--- src/rtl/ps_comp_pkg.sv ---
`default_nettype none
package ps_comp_pkg;

  typedef enum logic [2:0] {
    IDX_PRESSURE_SENSITIVITY = 3'd0,
    IDX_PRESSURE_OFFSET      = 3'd1,
    IDX_SENS_TEMP_COEF       = 3'd2,
    IDX_OFFSET_TEMP_COEF     = 3'd3,
    IDX_REFERENCE_TEMP       = 3'd4,
    IDX_TEMP_COEF            = 3'd5
  } cfg_idx_e;

  typedef struct packed {
    logic [15:0] pressure_sensitivity;
    logic [15:0] pressure_offset;
    logic [15:0] sens_temp_coef;
    logic [15:0] offset_temp_coef;
    logic [15:0] reference_temp;
    logic [15:0] temp_coef;
  } cal_t;

  typedef struct packed {
    logic [23:0] pressure_raw;
    logic [23:0] temperature_raw;
  } req_t;

  typedef struct packed {
    logic signed [31:0] temperature_centi;
    logic signed [31:0] pressure_tenth_mbar;
  } rsp_t;

  // first-order results
  typedef struct packed {
    logic        [23:0] d1;
    logic signed [19:0] temp;
    logic signed [35:0] off;
    logic signed [34:0] sens;
    logic        [16:0] ti_lo;
    logic        [12:0] ti_hi;
  } fo_t;

  // second-order corrected terms
  typedef struct packed {
    logic        [23:0] d1;
    logic signed [20:0] temp2;
    logic signed [41:0] off2;
    logic signed [40:0] sens2;
  } so_t;

endpackage
`default_nettype wire

--- src/rtl/ps_comp_second.sv ---
`default_nettype none
module ps_comp_second (
  input  wire                     clk_i,
  input  wire                     rst_ni,
  input  wire                     in_valid_i,
  output logic                    in_ready_o,
  input  wire ps_comp_pkg::fo_t   in_data_i,
  output logic                    out_valid_o,
  input  wire                     out_ready_i,
  output ps_comp_pkg::so_t        out_data_o
);

  localparam int NumStages = 2;
  localparam logic signed [20:0] TempRef  = 21'sd2000;
  localparam logic signed [20:0] TempVlow = -21'sd1500;

  logic [NumStages-1:0] v_q;
  logic [NumStages-1:0] en;

  always_comb begin
    en[NumStages-1] = !v_q[NumStages-1] || out_ready_i;
    for (int k = NumStages - 2; k >= 0; k--) begin
      en[k] = !v_q[k] || en[k+1];
    end
  end

  always_ff @(posedge clk_i or negedge rst_ni) begin
    if (!rst_ni) begin
      v_q <= '0;
    end else begin
      if (en[0]) v_q[0] <= in_valid_i;
      if (en[1]) v_q[1] <= v_q[0];
    end
  end

  // stage 1: range flags, squares, TEMP2
  logic signed [20:0] temp_x, dtemp, tlow;
  logic signed [41:0] dsq_full, lsq_full;
  logic        [16:0] ti;
  logic               s1_lt_q, s1_lt_d;
  logic               s1_vlt_q, s1_vlt_d;
  logic        [35:0] s1_dsq_q, s1_lsq_q;
  logic signed [20:0] s1_temp2_q, s1_temp2_d;
  logic        [23:0] s1_d1_q;
  logic signed [35:0] s1_off_q;
  logic signed [34:0] s1_sens_q;

  always_comb begin
    temp_x     = 21'(in_data_i.temp);
    s1_lt_d    = temp_x < TempRef;
    s1_vlt_d   = temp_x < TempVlow;
    dtemp      = temp_x - TempRef;
    tlow       = temp_x - TempVlow;
    dsq_full   = dtemp * dtemp;
    lsq_full   = tlow * tlow;
    ti         = s1_lt_d ? in_data_i.ti_lo : {4'b0, in_data_i.ti_hi};
    s1_temp2_d = temp_x - $signed({4'b0, ti});
  end

  always_ff @(posedge clk_i) begin
    if (en[0]) begin
      s1_lt_q    <= s1_lt_d;
      s1_vlt_q   <= s1_vlt_d;
      s1_dsq_q   <= dsq_full[35:0];
      s1_lsq_q   <= lsq_full[35:0];
      s1_temp2_q <= s1_temp2_d;
      s1_d1_q    <= in_data_i.d1;
      s1_off_q   <= in_data_i.off;
      s1_sens_q  <= in_data_i.sens;
    end
  end

  // stage 2: OFFi, SENSi and the corrected OFF, SENS
  logic [37:0] off_a, sens_a;
  logic [38:0] off_v;
  logic [37:0] sens_v;
  logic [40:0] off_i;
  logic [39:0] sens_i;
  ps_comp_pkg::so_t s2_q, s2_d;

  always_comb begin
    off_a  = {2'b0, s1_dsq_q} + {1'b0, s1_dsq_q, 1'b0};
    sens_a = {2'b0, s1_dsq_q} + {s1_dsq_q, 2'b0};
    off_v  = {s1_lsq_q, 3'b0} - {3'b0, s1_lsq_q};
    sens_v = {s1_lsq_q, 2'b0};
    if (s1_lt_q) begin
      off_i  = 41'(off_a[37:1]) + (s1_vlt_q ? 41'(off_v) : 41'd0);
      sens_i = 40'(sens_a[37:3]) + (s1_vlt_q ? 40'(sens_v) : 40'd0);
    end else begin
      off_i  = 41'(s1_dsq_q[35:4]);
      sens_i = '0;
    end
    s2_d.d1    = s1_d1_q;
    s2_d.temp2 = s1_temp2_q;
    s2_d.off2  = 42'(s1_off_q) - $signed({1'b0, off_i});
    s2_d.sens2 = 41'(s1_sens_q) - $signed({1'b0, sens_i});
  end

  always_ff @(posedge clk_i) begin
    if (en[1]) begin
      s2_q <= s2_d;
    end
  end

  assign in_ready_o  = en[0];
  assign out_valid_o = v_q[NumStages-1];
  assign out_data_o  = s2_q;

  a_vlow_implies_low: assert property (@(posedge clk_i) disable iff (!rst_ni)
    v_q[0] && s1_vlt_q |-> s1_lt_q)
    else $error("very-low temperature flag without low temperature flag");

endmodule
`default_nettype wire

--- config.mk ---
export PLATFORM = sky130hd
export DESIGN_NAME = ps_comp_second
export DESIGN_NICKNAME = d
export VERILOG_FILES = /design/src/rtl/ps_comp_pkg.sv /design/src/rtl/ps_comp_second.sv
export SDC_FILE = /design/constraint.sdc
export NUM_CORES = 2
export LEC_CHECK = 0
export BUFFER_PORTS_ARGS = -buffer_cell sky130_fd_sc_hd__buf_2
export CORE_ASPECT_RATIO = 1.25
export CORE_MARGIN = 2
export CORE_UTILIZATION = 30
export CTS_BUF_LIST = sky130_fd_sc_hd__clkbuf_16
export CTS_CLUSTER_DIAMETER = 100
export DETAILED_ROUTE_END_ITERATION = 8
export GPL_ROUTABILITY_DRIVEN = 0
export PLACE_DENSITY = 0.42
export SKIP_CTS_REPAIR_TIMING = 1
export SLEW_MARGIN = 20
export SYNTH_ARGS = -nofsm -noshare
export SYNTH_HDL_FRONTEND = slang
export SYNTH_SLANG_ARGS = --single-unit
--- constraint.sdc ---
create_clock -name clk_i -period 8.8 [get_ports clk_i]
set_clock_uncertainty 0.2 [all_clocks]
set_input_delay 1.76 -clock clk_i [delete_from_list [all_inputs] [get_ports clk_i]]
set_output_delay 1.76 -clock clk_i [all_outputs]
set_load 0.05 [all_outputs]
==> flow_summary_export.csv <==
group,metric,value,unit
run_status,outcome,"finished, violations left",
run_status,violations,"negative setup slack",
worst_setup_path,cp.required,8.97,ns
clocking,clock_latency,0.62,ns
drt,wl_met2,78100,um
drt,drtIter0Drc,1384,
yosys,yosysWarnings,0,
yosys,synthTopCellsByCount,"inv_1, fa_1, ha_1",
min_path,min_path_type,"reg -> reg",
clocking,clk_path_buf_depth,3,
placed_design,dp_slack,-1.51,ns
worst_setup_path,startpoint_type,"input port",
drt,drt-met1-wl,62500,um
cells_and_area,area_delta_synth_final,23.6,%
timing,rsz0062_at_grt,"true",
timing,fin_ws,-0.422,ns
floorplan,die_w,365,um
global_routing,grt_pass1_vias,41600,
yosys,synth_cells,5131,
worst_setup_path,endpoint_kind,"register",
timing,setup_violations,13,
worst_setup_path,cp_slowest_stage_delay,0.53,ns
placed_design,place_hpwl,129000,um
worst_setup_path,r2r_start,"s1_dsq_q[2]",
cells_and_area,multi_input_area,36300,um2
timing,hold_viol,0,
worst_setup_path,cp_slowest_cell,"fa_1",
worst_setup_path,critPathMaxFanout,6,
worst_setup_path,cp.arrival,9.39,ns
timing,timing.max_slew.rel_slack,33.8,%
yosys,synth-edff-count,314,
cells_and_area,nFillCells,16700,
clocking,cts_num_sinks,316,
yosys,post-synth-top-count-cell,"inv_1",
yosys,synthArstFlopShare,0.633,%
drt,top_layer,"met5",
floorplan,die_area,167000,um2
cells_and_area,drive_gt1_share,20.1,%
timing,timing.final.max_slew_violations,0,
cells_and_area,regArea,9480,um2
drt,ant_nets,0,
timing,max_freq,108,MHz
drt,wl_met3,4790,um
timing,fin_crit_sh,105,%
yosys,synth_cell_types,80,
clocking,cts_root_buf,"clkbuf_16",
yosys,synth-main-ff-cell,"edfxtp_1",
yosys,netlist_area,49000,um2
min_path,holdCritStartpoint,"s1_temp2_q[2]",
yosys,synth_area_per_cell,9.54,um2
cells_and_area,finalNonFillerCells,8225,
global_routing,track_usage,18.2,%
floorplan,num_rows,165,
global_routing,antenna_found_initial,7,
yosys,synth_area_leaders,"fa_1, edfxtp_1, ha_1",
clocking,cts_buffers,44,
worst_setup_path,crit_type,"in -> reg",
yosys,ys_ff_latch,316,
drt,wl_per_cell,18.2,um
worst_setup_path,crit_family,"adder cells",
yosys,syn-num-nets,6497,
global_routing,grt_remaining_overflow,0,
timing,worst_pin_slew,0.992,ns
timing,min_period,9.22,ns
cells_and_area,fin_nets,7383,
yosys,yosysTopAreaCellShare,29.9,%
floorplan,die_height,456,um
yosys,yosys.area.top_type,"fa_1",
drt,finalWirelength,150000,um
worst_setup_path,startpoint,"in_data_i[105]",
placed_design,dp.cells,8119,
floorplan,start_util,30.3,%
drt,vias_per_cell,4.59,
floorplan,core_area,162000,um2
worst_setup_path,cp_common_cell,"fa_1",
yosys,synth-seq-area-share,19.4,%
worst_setup_path,crit_buf_inv,8,
floorplan,pin_count,279,
placed_design,io_buffers,278,
clocking,cts_tree,"done",
global_routing,grt_max_degree,125,
global_routing,grt_pass1_wl,233000,um
job,drv_cap,0,
clocking,cts.htree.levels,2,
drt,vias,37700,
drt,drtPass1Iterations,5,
clocking,clk_pin_slew,0.06,ns
drt,drc_errors,0,
cell type report:
cell class | instances | share of cell area [%]
antenna | 1 | 0.00414
clock buffer | 45 | 1.86
clock inverter | 37 | 0.612
inverter | 1019 | 6.41
multi-input combinational | 3699 | 59.9
sequential | 316 | 15.7
tap | 2171 | 4.49
timing repair buffer | 937 | 11.0
worst paths after layout:
path | to | cells after the start | slack (ns)
min | out_data_o[85] | 0 | 0.21
max reg2reg | out_data_o[38] | 34 | 0.73
max | s1_lsq_q[35] | 33 | -0.42
max in group asynchronous | v_q[0] | 1 | 7.60
min in group asynchronous | v_q[1] | 1 | 0.71
min reg2reg | out_data_o[85] | 0 | 0.21
layout by cell type, fill, tap and decap left out, drive strengths merged, types with 32 or more instances in the layout:
cell / n
nand3: 56
mux2i: 41
o21ai: 151
a21o: 134
a21oi: 272
xor2: 109
nor3: 57
xnor2: 259
fa: 731
edfxtp: 314
nand2: 396
nor2b: 39
and3: 33
nand2b: 57
o21a: 59
o21bai: 49
a211oi: 32
inv: 1022
buf: 937
ha: 486
nor2: 448
clkbuf: 45
cells by family (layout without fill, tap and decap cells):
kind of cell               count (synthesis)  count (layout)  share of synthesized area, %
AOI/OAI and AO/OA                        855             855                          11.2
xor gates and xnor gates                 368             368                          6.58
adders and majority gates               1217            1217                          42.3
buffers and inverters                   1116            2038                          8.55
DFF                                      316             316                          19.4
muxes                                     44              44                         0.907
other                                      1               2                       0.00766
and+or+nand+nor                         1214            1214                          11.1
stage by stage:
stage / utilization [%] / hold slack, ns / TNS (ns) / cell area [um2]
after floorplan: - / 0.200 / -6.61 / 49400
after CTS: 36.7 / 0.212 / -7.62 / 59500
after global routing: 37.4 / 0.221 / -6.75 / 60500
final: 37.4 / 0.208 / -2.35 / 60500
after detailed placement: 35.8 / 0.205 / -30.65 / 58000
after global placement: 35.8 / 0.201 / -27.98 / 58000
state kept, by name, summed over array words and instances, names as in the netlist:
name        cells
s1_dsq_q       35
s1_sens_q      35
s1_d1_q        24
s1_vlt_q        1
out_data_o    128
s1_temp2_q     21
s1_off_q       36
v_q             2
s1_lt_q         1
s1_lsq_q       33
layer usage:
metal	GRT usage (%)	vias up
met5	0	-
met4	4.58	12
met3	1.85	178
met2	34.2	573
met1	21.7	18500
li1	-	18400
Power is not shown: default switching activity piles up to over one toggle a cycle in this logic, so the estimate is an artifact.
