## config.mk

```make
export PLATFORM = sky130hd
export DESIGN_NAME = ps_comp_press
export DESIGN_NICKNAME = d
export VERILOG_FILES = /design/src/rtl/ps_comp_pkg.sv /design/src/rtl/ps_comp_press.sv
export SDC_FILE = /design/constraint.sdc
export NUM_CORES = 2
export LEC_CHECK = 0
export BUFFER_PORTS_ARGS = -buffer_cell sky130_fd_sc_hd__buf_2
export CORE_ASPECT_RATIO = 0.9
export CORE_UTILIZATION = 57
export CTS_CLUSTER_SIZE = 10
export DETAILED_ROUTE_END_ITERATION = 7
export PLACE_DENSITY = 0.85
export SKIP_LAST_GASP = 1
export SYNTH_ARGS = -nofsm -noshare
export SYNTH_HDL_FRONTEND = slang
export SYNTH_SLANG_ARGS = --single-unit
```

## constraint.sdc

```tcl
create_clock -name clk_i -period 11.6 [get_ports clk_i]
set_input_delay 2.32 -clock clk_i [delete_from_list [all_inputs] [get_ports clk_i]]
set_output_delay 2.32 -clock clk_i [all_outputs]
set_load 0.05 [all_outputs]
```

## src/rtl/ps_comp_pkg.sv

```systemverilog
`default_nettype none
package ps_comp_pkg;

  typedef enum logic [2:0] {
    IDX_PRESSURE_SENSITIVITY = 3'd0,
    IDX_PRESSURE_OFFSET      = 3'd1,
    IDX_SENS_TEMP_COEF       = 3'd2,
    IDX_OFFSET_TEMP_COEF     = 3'd3,
    IDX_REFERENCE_TEMP       = 3'd4,
    IDX_TEMP_COEF            = 3'd5
  } cfg_idx_e;

  typedef struct packed {
    logic [15:0] pressure_sensitivity;
    logic [15:0] pressure_offset;
    logic [15:0] sens_temp_coef;
    logic [15:0] offset_temp_coef;
    logic [15:0] reference_temp;
    logic [15:0] temp_coef;
  } cal_t;

  typedef struct packed {
    logic [23:0] pressure_raw;
    logic [23:0] temperature_raw;
  } req_t;

  typedef struct packed {
    logic signed [31:0] temperature_centi;
    logic signed [31:0] pressure_tenth_mbar;
  } rsp_t;

  // first-order results
  typedef struct packed {
    logic        [23:0] d1;
    logic signed [19:0] temp;
    logic signed [35:0] off;
    logic signed [34:0] sens;
    logic        [16:0] ti_lo;
    logic        [12:0] ti_hi;
  } fo_t;

  // second-order corrected terms
  typedef struct packed {
    logic        [23:0] d1;
    logic signed [20:0] temp2;
    logic signed [41:0] off2;
    logic signed [40:0] sens2;
  } so_t;

endpackage
`default_nettype wire

```

## src/rtl/ps_comp_press.sv

```systemverilog
`default_nettype none
module ps_comp_press (
  input  wire                     clk_i,
  input  wire                     rst_ni,
  input  wire                     in_valid_i,
  output logic                    in_ready_o,
  input  wire ps_comp_pkg::so_t   in_data_i,
  output logic                    out_valid_o,
  input  wire                     out_ready_i,
  output ps_comp_pkg::rsp_t       out_data_o
);

  localparam int NumStages = 5;
  localparam logic [63:0] Rnd21 = 64'd2097151;
  localparam logic [43:0] Rnd13 = 44'd8191;

  logic [NumStages-1:0] v_q;
  logic [NumStages-1:0] en;

  always_comb begin
    en[NumStages-1] = !v_q[NumStages-1] || out_ready_i;
    for (int k = NumStages - 2; k >= 0; k--) begin
      en[k] = !v_q[k] || en[k+1];
    end
  end

  always_ff @(posedge clk_i or negedge rst_ni) begin
    if (!rst_ni) begin
      v_q <= '0;
    end else begin
      if (en[0]) v_q[0] <= in_valid_i;
      for (int k = 1; k < NumStages; k++) begin
        if (en[k]) v_q[k] <= v_q[k-1];
      end
    end
  end

  // stage 1: D1 * SENS2 as two partial products
  logic        [44:0] s1_pl_q, s1_pl_d;
  logic signed [44:0] s1_ph_q, s1_ph_d;
  logic signed [41:0] s1_off2_q;
  logic signed [20:0] s1_temp2_q;

  always_comb begin
    s1_pl_d = in_data_i.d1 * in_data_i.sens2[20:0];
    s1_ph_d = $signed({1'b0, in_data_i.d1}) * $signed(in_data_i.sens2[40:21]);
  end

  always_ff @(posedge clk_i) begin
    if (en[0]) begin
      s1_pl_q    <= s1_pl_d;
      s1_ph_q    <= s1_ph_d;
      s1_off2_q  <= in_data_i.off2;
      s1_temp2_q <= in_data_i.temp2;
    end
  end

  // stage 2: combine partial products
  logic        [63:0] s2_sum_q, s2_sum_d;
  logic signed [41:0] s2_off2_q;
  logic signed [20:0] s2_temp2_q;

  always_comb begin
    s2_sum_d = {s1_ph_q[42:0], 21'b0} + {19'b0, s1_pl_q};
  end

  always_ff @(posedge clk_i) begin
    if (en[1]) begin
      s2_sum_q   <= s2_sum_d;
      s2_off2_q  <= s1_off2_q;
      s2_temp2_q <= s1_temp2_q;
    end
  end

  // stage 3: divide by 2^21 toward zero
  logic        [63:0] sum_adj;
  logic signed [42:0] s3_q_q;
  logic signed [41:0] s3_off2_q;
  logic signed [20:0] s3_temp2_q;

  always_comb begin
    sum_adj = s2_sum_q + (s2_sum_q[63] ? Rnd21 : 64'd0);
  end

  always_ff @(posedge clk_i) begin
    if (en[2]) begin
      s3_q_q     <= sum_adj[63:21];
      s3_off2_q  <= s2_off2_q;
      s3_temp2_q <= s2_temp2_q;
    end
  end

  // stage 4: subtract OFF2
  logic signed [43:0] s4_r_q, s4_r_d;
  logic signed [20:0] s4_temp2_q;

  always_comb begin
    s4_r_d = 44'(s3_q_q) - 44'(s3_off2_q);
  end

  always_ff @(posedge clk_i) begin
    if (en[3]) begin
      s4_r_q     <= s4_r_d;
      s4_temp2_q <= s3_temp2_q;
    end
  end

  // stage 5: divide by 2^13 toward zero, output register
  logic [43:0]       r_adj;
  ps_comp_pkg::rsp_t s5_q, s5_d;

  always_comb begin
    r_adj = s4_r_q + (s4_r_q[43] ? Rnd13 : 44'd0);
    s5_d.temperature_centi   = 32'(s4_temp2_q);
    s5_d.pressure_tenth_mbar = {r_adj[43], r_adj[43:13]};
  end

  always_ff @(posedge clk_i) begin
    if (en[4]) begin
      s5_q <= s5_d;
    end
  end

  assign in_ready_o  = en[0];
  assign out_valid_o = v_q[NumStages-1];
  assign out_data_o  = s5_q;

  a_held_not_lost: assert property (@(posedge clk_i) disable iff (!rst_ni)
    v_q[0] && !en[1] |=> v_q[0])
    else $error("held request dropped in pressure stage");

endmodule
`default_nettype wire

```

==> qor.csv <==
stage,metric,value,unit
cts,numClockSinks,506,
routing,wl,124,mm
worst_hold_path,whs_path_depth,0,
placed_design,gp_congestion,0.928,
layout,fill_cells,7148,
job,cap_viol_max_count,0,
cts,cts_inserted_buffers,57,
timing,slew_headroom,24.1,%
placed_design,placed_area,55200,um^2
die,ioPinCount,198,
synthesis,synthTopCellsByCount,"931 x inv_1, 810 x fa_1, 566 x nand2_1, 515 x and2_1, 501 x edfxtp_1",
die,dieWidth,325,um
cts,postCtsResizedCells,0,
synthesis,synth_edf_count,501,
synthesis,synth-simple-area-share,13.8,%
grt,grt_antenna_before_repair,15,
placed_design,preCtsSetupSlack,1.96,ns
setup_path,r2r_end,s3_q_q[29],
cts,htreeDepth,2,
setup_path,crit_path_frequent_cell,fa_1,
cts,clk_latency,0.62,ns
synthesis,synth_top_area_share,30.4,%
synthesis,synth_nets,6372,
setup_path,r2r_slack,7.68,ns
grt,grt_max_degree,82,
setup_path,reg2reg_depth,11,
synthesis,yosys_warnings,0,
routing,first_pass_iters,6,
timing,report.final.slew_viol_count,0,
timing,finalSetupViolCount,0,
die,rows,106,
synthesis,yosys_register_bits,506,
layout,final_nets,6425,
cts,cts_tree,yes,
synthesis,syn_avg_cell_area,10.7,um^2
cts,clk_pin_slew,0.06,ns
die,die_y,292,um
worst_hold_path,min_from,s1_off2_q[23],
routing,ant_nets,0,
cts,cts_setup_buffers,0,
synthesis,yosys-top-cells-area,"fa_1 30%, edfxtp_1 28%, ha_1 9.9%, inv_1 6.5%, and2_1 6.0%",
timing,skew,0.0144,ns
cts,cts_buffer_depth,3,
grt,grt_pass1_wl,203,mm
routing,wire_per_inst,19.6,um
setup_path,cp-start-kind,input pin,
routing,dr.first_iter.drc_count,2694,
layout,area_growth,6.45,%
synthesis,async_reset_ff_share,0.988,%
cts,cts.hold.buffers_added,0,
placed_design,portBuffers,197,
worst_hold_path,holdCritPathClass,flip-flop to flip-flop,
synthesis,ys.flop_type,edfxtp_1,
timing,min_period,9.16,ns
setup_path,cp_max_fo,41,
routing,drc,0,
setup_path,timing.rr.start,s2_sum_q[63],
timing,max_freq,0.109,GHz
synthesis,synth_mux_area_share,0.0375,%
synthesis,ys_types,84,
timing,post-route-period-util,78.9,%
setup_path,crit_path_end_kind,flip-flop,
layout,drive_gt1_share,6.18,%
setup_path,critical_path_class,input pin to flip-flop,
setup_path,max_stage_delay,0.73,ns
worst_hold_path,hold_end,s2_off2_q[23],
timing,fin_ws,2.44,ns
synthesis,syn_area,53400,um^2
cts,cts_root_buf,clkbuf_16,
synthesis,seq_area_frac_synth,28.4,%
setup_path,required,11.95,ns
layout,finalInstanceArea,56900,um^2
setup_path,cp_num_buf_inv,6,
synthesis,synth_compound_area_share,5.58,%
grt,grt.overflow.total,0,
synthesis,synth_top_family_by_area,adder cells,
synthesis,synth.most_common_cell,inv_1,
timing,finalHoldViolCount,0,
die,core,92800,um^2
synthesis,synthCells,5008,
die,die-area,94900,um^2
timing,tightest_slew,1.14,ns
setup_path,cp_slowest_cell,buf_2,
synthesis,synth_adder_area_share,40.2,%
routing,vias_per_cell,5.68,
setup_path,crit_chain,"buf_2, nand2_1, fa_1, inv_1, fa_1, inv_1, fa_1, inv_1, fa_1, fa_1, fa_1, inv_1, fa_1, inv_1, ha_1, a21o_1, or4_1, a311oi_1, o21ai_1, a211oi_1, o21ai_1, xor2_1",
grt,grtUsageTotal,26.9,%
status,status,finished clean,
setup_path,arrival,9.51,ns
timing,rsz0062_at_grt,false,
synthesis,synth_xor_area_share,3.75,%
die,start_util,57.5,%
timing,totalNegativeSetupSlack,0,ns
setup_path,path_delay_family,adder cells,
synthesis,yosys.area.top_type,fa_1,
placed_design,dpl.hpwl,94.1,mm
grt,grt_pass1_vias,39000,
routing,dr_total_vias,35900,
==> flip-flops by register name, summed over array words and instances, names as in the netlist, 42 cells and up <==
name / count
s3_q_q: 43
out_data_o: 52
s1_pl_q: 45
s1_off2_q: 42
s2_off2_q: 42
s4_r_q: 44
s3_off2_q: 42
s2_sum_q: 64
s1_ph_q: 43
==> layout by cell type, fill, tap and decap left out, types with 11 or more instances in the layout <==
cell type  instances
a211oi_1          16
a21o_1            74
a21oi_1          128
a31oi_1           18
and2_1           515
and3_1            39
buf_2            197
buf_4             19
clkbuf_1          11
clkbuf_16         58
edfxtp_1         501
fa_1             810
ha_1             422
inv_1            930
nand2_1          564
nand2b_1          44
nand3_1           60
nand4_1           36
nor2_1            83
nor2b_1           31
nor3_1            32
o211ai_1          13
o21a_1            22
o21ai_0           51
o21ai_1           14
o21bai_1          13
xnor2_1          155
xor2_1            74
==> cell type report <==
type / instances / area (um^2) / area share, %
multi-input combinational: 3348 / 33900 / 59.6
sequential: 506 / 15200 / 26.7
inverter: 931 / 3490 / 6.15
tap: 1242 / 1550 / 2.73
clock buffer: 69 / 1490 / 2.62
timing repair buffer: 217 / 1140 / 2.00
clock inverter: 6 / 104 / 0.183
antenna: 10 / 25.0 / 0.0440
==> per-stage QoR <==
stage	instances	hold WS (ns)	util (%)
2_1_floorplan	5008	0.400	-
3_3_place_gp	6243	0.400	59.5
3_5_place_dp	6243	0.405	59.5
4_1_cts	6318	0.413	61.2
5_1_grt	6324	0.418	61.2
6_report	6329	0.412	61.3
==> cell families after synthesis <==
family | count (synthesis)
AO/OA/AOI/OAI | 438
multiplexers | 2
AND/OR/NAND/NOR | 1447
buffers and inverters | 1154
XOR/XNOR | 229
flip-flops | 506
adder cells (fa/ha/maj) | 1232
==> worst reg2reg max path: cells and delay by family, from the launching register on <==
family,cells,cell delay [ns]
AOI/OAI and AO/OA,6,1.57
xor gates and xnor gates,1,0.10
adders and majority gates,1,0.42
buffers and inverters,1,0.23
DFF,1,1.02
and+or+nand+nor,2,0.33
==> worst max-delay path by stage <==
| stage | start | end | slack, ns | depth (start not counted) |
|---|---|---|---|---|
| 6_report | in_data_i[123] | s1_ph_q[41] | 2.44 | 22 |
| 5_1_grt | in_data_i[111] | s1_ph_q[38] | 2.23 | 24 |
| 4_1_cts | in_data_i[123] | s1_ph_q[41] | 2.59 | 22 |
| 3_5_place_dp | in_data_i[111] | s1_ph_q[41] | 1.96 | 25 |
| 3_3_place_gp | in_data_i[111] | s1_ph_q[38] | 2.13 | 24 |
| 2_1_floorplan | out_ready_i | in_ready_o | 0.83 | 4 |
==> layer usage <==
| layer | track usage [%] | wire (um) |
|---|---|---|
| met5 | 0 | 68 |
| met2 | 44.2 | 58500 |
| met1 | 35.1 | 49100 |
| met3 | 5.43 | 11400 |
| met4 | 10.4 | 4760 |
Power is not shown: default switching activity piles up to over one toggle a cycle in this logic, so the estimate is an artifact.
